<file path="config.mk">
export PLATFORM = sky130hd
export DESIGN_NAME = chte_hash
export DESIGN_NICKNAME = d
export VERILOG_FILES = /design/src/chte_pkg.sv /design/src/chte_hash.sv
export SDC_FILE = /design/constraint.sdc
export NUM_CORES = 2
export LEC_CHECK = 0
export ABC_AREA = 1
export BUFFER_PORTS_ARGS = -buffer_cell sky130_fd_sc_hd__clkbuf_2
export CORE_ASPECT_RATIO = 1.25
export CORE_UTILIZATION = 55
export CTS_CLUSTER_DIAMETER = 50
export DETAILED_ROUTE_END_ITERATION = 8
export PLACE_DENSITY = 0.74
export SLEW_MARGIN = 20
export SYNTH_ARGS = -nofsm -noshare
export SYNTH_HDL_FRONTEND = slang
export SYNTH_SLANG_ARGS = --single-unit
</file>
<file path="constraint.sdc">
create_clock -name clk -period 7.72 [get_ports clk]
set_input_delay 0.386 -clock clk [delete_from_list [all_inputs] [get_ports clk]]
set_output_delay 0.386 -clock clk [all_outputs]
set_load 0.005 [all_outputs]
</file>
<file path="src/chte_pkg.sv">
// Shared types and constants for the chained hash table engine.
package chte_pkg;

  localparam int KIND_W = 2;
  localparam int KEY_W  = 64;
  localparam int SLOT_W = 10;
  localparam int CFG_W  = 11;

  localparam logic [KEY_W-1:0] HASH_MUL = 64'h9E3779B97F4A7C15;
  localparam logic [CFG_W-1:0] BUCKET_COUNT_RESET = 11'd1024;

  typedef enum logic [KIND_W-1:0] {
    KIND_FIND   = 2'd0,
    KIND_INSERT = 2'd1,
    KIND_REMOVE = 2'd2
  } kind_t;

  typedef enum logic [3:0] {
    S_CLEAR,
    S_IDLE,
    S_KEYWAIT,
    S_HASH,
    S_HEADWAIT,
    S_WALK,
    S_NODEWAIT,
    S_UNLINK,
    S_DONE
  } ctl_state_t;

  typedef enum logic [1:0] {
    H_IDLE,
    H_MUL,
    H_DIV
  } hash_state_t;

endpackage

</file>
<file path="src/chte_hash.sv">
// Multiplicative hash with a shared 32x32 multiplier and a radix-16 remainder unit.
module chte_hash import chte_pkg::*; #(
  parameter int CNT_W = 11,
  parameter int BIW   = 10
) (
  input  logic             clk,
  input  logic             rst,
  input  logic             start,
  input  logic [KEY_W-1:0] key,
  input  logic [CNT_W-1:0] modulus,
  output logic             done,
  output logic [BIW-1:0]   bucket
);

  hash_state_t      hstate;
  hash_state_t      hstate_next;
  logic [1:0]       ph;
  logic [3:0]       dcnt;
  logic [KEY_W-1:0] key_r;
  logic [63:0]      prod;
  logic [63:0]      acc;
  logic [63:0]      acc_next;
  logic [CNT_W-1:0] rem;
  logic [CNT_W-1:0] rem_next;
  logic [31:0]      mul_a;
  logic [31:0]      mul_b;

  always_comb begin
    case (ph)
      2'd0: begin
        mul_a = key_r[31:0];
        mul_b = HASH_MUL[31:0];
      end
      2'd1: begin
        mul_a = key_r[31:0];
        mul_b = HASH_MUL[63:32];
      end
      default: begin
        mul_a = key_r[63:32];
        mul_b = HASH_MUL[31:0];
      end
    endcase
  end

  // four restoring steps per cycle, dividend shifts out of acc msb first
  always_comb begin
    logic [CNT_W:0]   t;
    logic [CNT_W-1:0] r;
    logic [63:0]      a;
    r = rem;
    a = acc;
    for (int i = 0; i < 4; i++) begin
      t = {r, a[63]};
      a = {a[62:0], 1'b0};
      if (t >= {1'b0, modulus}) begin
        t = t - {1'b0, modulus};
      end
      r = t[CNT_W-1:0];
    end
    rem_next = r;
    acc_next = a;
  end

  always_comb begin
    hstate_next = hstate;
    case (hstate)
      H_IDLE: if (start) hstate_next = H_MUL;
      H_MUL:  if (ph == 2'd3) hstate_next = H_DIV;
      H_DIV:  if (dcnt == 4'd15) hstate_next = H_IDLE;
      default: hstate_next = H_IDLE;
    endcase
  end

  always_ff @(posedge clk) begin
    if (rst) begin
      hstate <= H_IDLE;
      done   <= 1'b0;
    end else begin
      hstate <= hstate_next;
      done   <= (hstate == H_DIV) && (dcnt == 4'd15);
    end
  end

  always_ff @(posedge clk) begin
    case (hstate)
      H_IDLE: begin
        if (start) begin
          key_r <= key;
          ph    <= 2'd0;
        end
      end
      H_MUL: begin
        prod <= {32'b0, mul_a} * {32'b0, mul_b};
        ph   <= ph + 2'd1;
        if (ph == 2'd1) begin
          acc <= prod;
        end else if (ph != 2'd0) begin
          acc[63:32] <= acc[63:32] + prod[31:0];
        end
        rem  <= '0;
        dcnt <= 4'd0;
      end
      H_DIV: begin
        rem  <= rem_next;
        acc  <= acc_next;
        dcnt <= dcnt + 4'd1;
      end
      default: ;
    endcase
  end

  assign bucket = BIW'(rem);

endmodule

</file>
==> reports/metrics.yaml <==
dieArea_um2: 70100
grt_usage_pct: 33.9
synth_area_um2: 38000
ant_nets: 0
clkSlewWorstSetupHoldPaths_ns: 0.06
htreeDepth: 1
setup_viol: 15
violations: "negative setup slack"
syn2layout_area_growth_pct: 22.1
hold_start: "start"
synth_top_area_share_pct: 32.8
n_fill_cell: 5211
grt_pass1_wl_um: 177000
rows: 107
r2r_slack_ns: -0.20
slew-limit-headroom_pct: 40.8
synth.top_cells.by_area: "fa_1, ha_1, edfxtp_1"
cp-start-kind: "flip-flop"
io_buffers: 88
route.vias.total: 30731
path_class: "flip-flop to flip-flop"
grt_overflow_total: 0
cap_violations: 0
cts_sinks: 212
holdWs_ns: 0.246
root_buffer: "clkbuf_16"
drc_errors: 0
cts_buffers: 28
setup_tns_ns: -1.23
seq_area_frac_synth_pct: 16.7
n_antenna_cell: 0
grt_max_degree: 87
fp.dieH_um: 296
place_ws_ns: -0.381
yosysTopAreaCell: "fa_1"
crit_required_ns: 8.09
worst_path_largest_cell_delay_ns: 0.61
cp-end-kind: "flip-flop"
arrival_ns: 8.30
fmax_ghz: 0.126
period_needed_ns: 7.92
vias_per_cell: 5.37
io_pins: 89
yosysWarnings: 0
synth_async_sr_flop_share_pct: 0
grt_pass1_vias: 32286
synthTopCellsByCount: "inv_1, fa_1, nand2_1"
gp_congestion: 1.05
rsz0062_at_grt: "yes"
initial_core_util_pct: 55.6
die_w_um: 237
hold_path.class: "input pin to flip-flop"
r2r_start: "ph[0]"
drive_above_1_share_pct: 20.9
synth_area_per_cell_um2: 9.02
coreArea_um2: 68300
routedWlPerCell_um: 21.1
yosys.cell_count.top_type: "inv_1"
multi_input_area_um2: 28500
ys_types: 52
layout_setup_ws_ns: -0.205
routed_wl_um: 121000
final_hold_viol_count: 0
synth_edf_count: 209
cts_tree: "done"
critPathMaxFanout: 7
synthFlopType: "edfxtp_1"
finalNetCount: 6072
antenna_found_initial: 0
place_hpwl_um: 102000
register_area_um2: 6340
syn_inst: 4208
worst_skew_pair.late_latency_ns: 0.63
cts_buffer_depth: 3
fin_skew_ns: 0.0465
crit_path_start: "ph[0]"
ys_ff_latch: 212
dr.pass1.iters: 8
drt-initial-drc-count: 2127
crit_slowest_cell: "fa_2"
tightest_slew_ns: 0.888
crit_top_cell: "fa_1"
final_max_slew_viol_count: 0
status: "finished, violations left"
finalCritPeriodShare_pct: 103
-- flip-flops by register name (all words and copies together) (netlist names) --
register  flops
rem          11
hstate        2
key_r        64
acc          64
prod         64
ph            2
dcnt          4
done          1
-- metal layers --
layer  up-vias  wire (µm)  global-route usage, %
met5         -          0                      0
met4         0      11800                   26.5
met3       493       6970                   4.09
met2      1238      60000                   60.3
met1     14851      42200                   36.9
li1      14149          -                      -
-- kinds of logic (layout without fill, tap and decap cells) --
kind of cell	Yosys count	count (layout)	synth area share [%]
AND/OR/NAND/NOR	1088	1088	12.0
other	2	34	0.0198
adder cells (fa/ha/maj)	1162	1162	50.6
flip-flops	212	212	16.7
XOR/XNOR	105	105	2.42
buffers and inverters	1233	1846	12.4
AO/OA/AOI/OAI	406	406	5.86
-- what timing repair did --
action	4_1_cts	5_1_grt
resized for setup	94	322
pin swaps	7	59
endpoints found under the setup margin	33	52
hold buffers	65	0
gates cloned	0	3
endpoints found under the hold margin	65	0
setup buffers	10	40
-- cell usage in the layout (no fill, tap or decap), drive strengths merged, types with 34 or more instances in the layout --
master	instances
inv	1120
nand2	638
fa	623
ha	539
buf	523
nor2	269
edfxtp	209
o21ai	166
a21oi	162
clkbuf	122
nand3	104
dlygate4sd3	65
xor2	64
xnor2	41
nand4	39
conb	34
-- area by class of cell --
type                       instances  share of cell area [%]
inverter                        1117                    9.06
clock buffer                      32                    1.54
tap                              872                    2.35
sequential                       212                    13.7
timing repair buffer             678                    11.3
multi-input combinational       2795                    61.5
clock inverter                    19                   0.588
-- through the flow --
step | area (µm²) | utilization (%) | cells
after global placement | 42700 | 62.6 | 5556
after detailed placement | 42700 | 62.6 | 5556
after global routing | 46400 | 67.9 | 5725
final | 46400 | 67.9 | 5725
after CTS | 44700 | 65.5 | 5682
after floorplan | 38100 | - | 4240
-- worst max-delay path: cells and delay by family (launching register included) --
| kind | cells | cell delay [ns] |
|---|---|---|
| buf+inv | 12 | 1.36 |
| fa+ha+maj | 10 | 4.65 |
| compound gates | 2 | 0.37 |
| flops | 1 | 0.44 |
| simple gates | 5 | 0.74 |
| xor+xnor | 1 | 0.11 |
-- worst paths after layout --
| path | end | depth (start not counted) |
|---|---|---|
| max | prod[44] | 30 |
| min | hstate[1] | 6 |
| max reg2reg | prod[44] | 30 |
| min reg2reg | acc[10] | 2 |
Power is left out: the tool's default activity adds up to more than one toggle a clock period on the data nets, which glitch-free logic cannot reach.
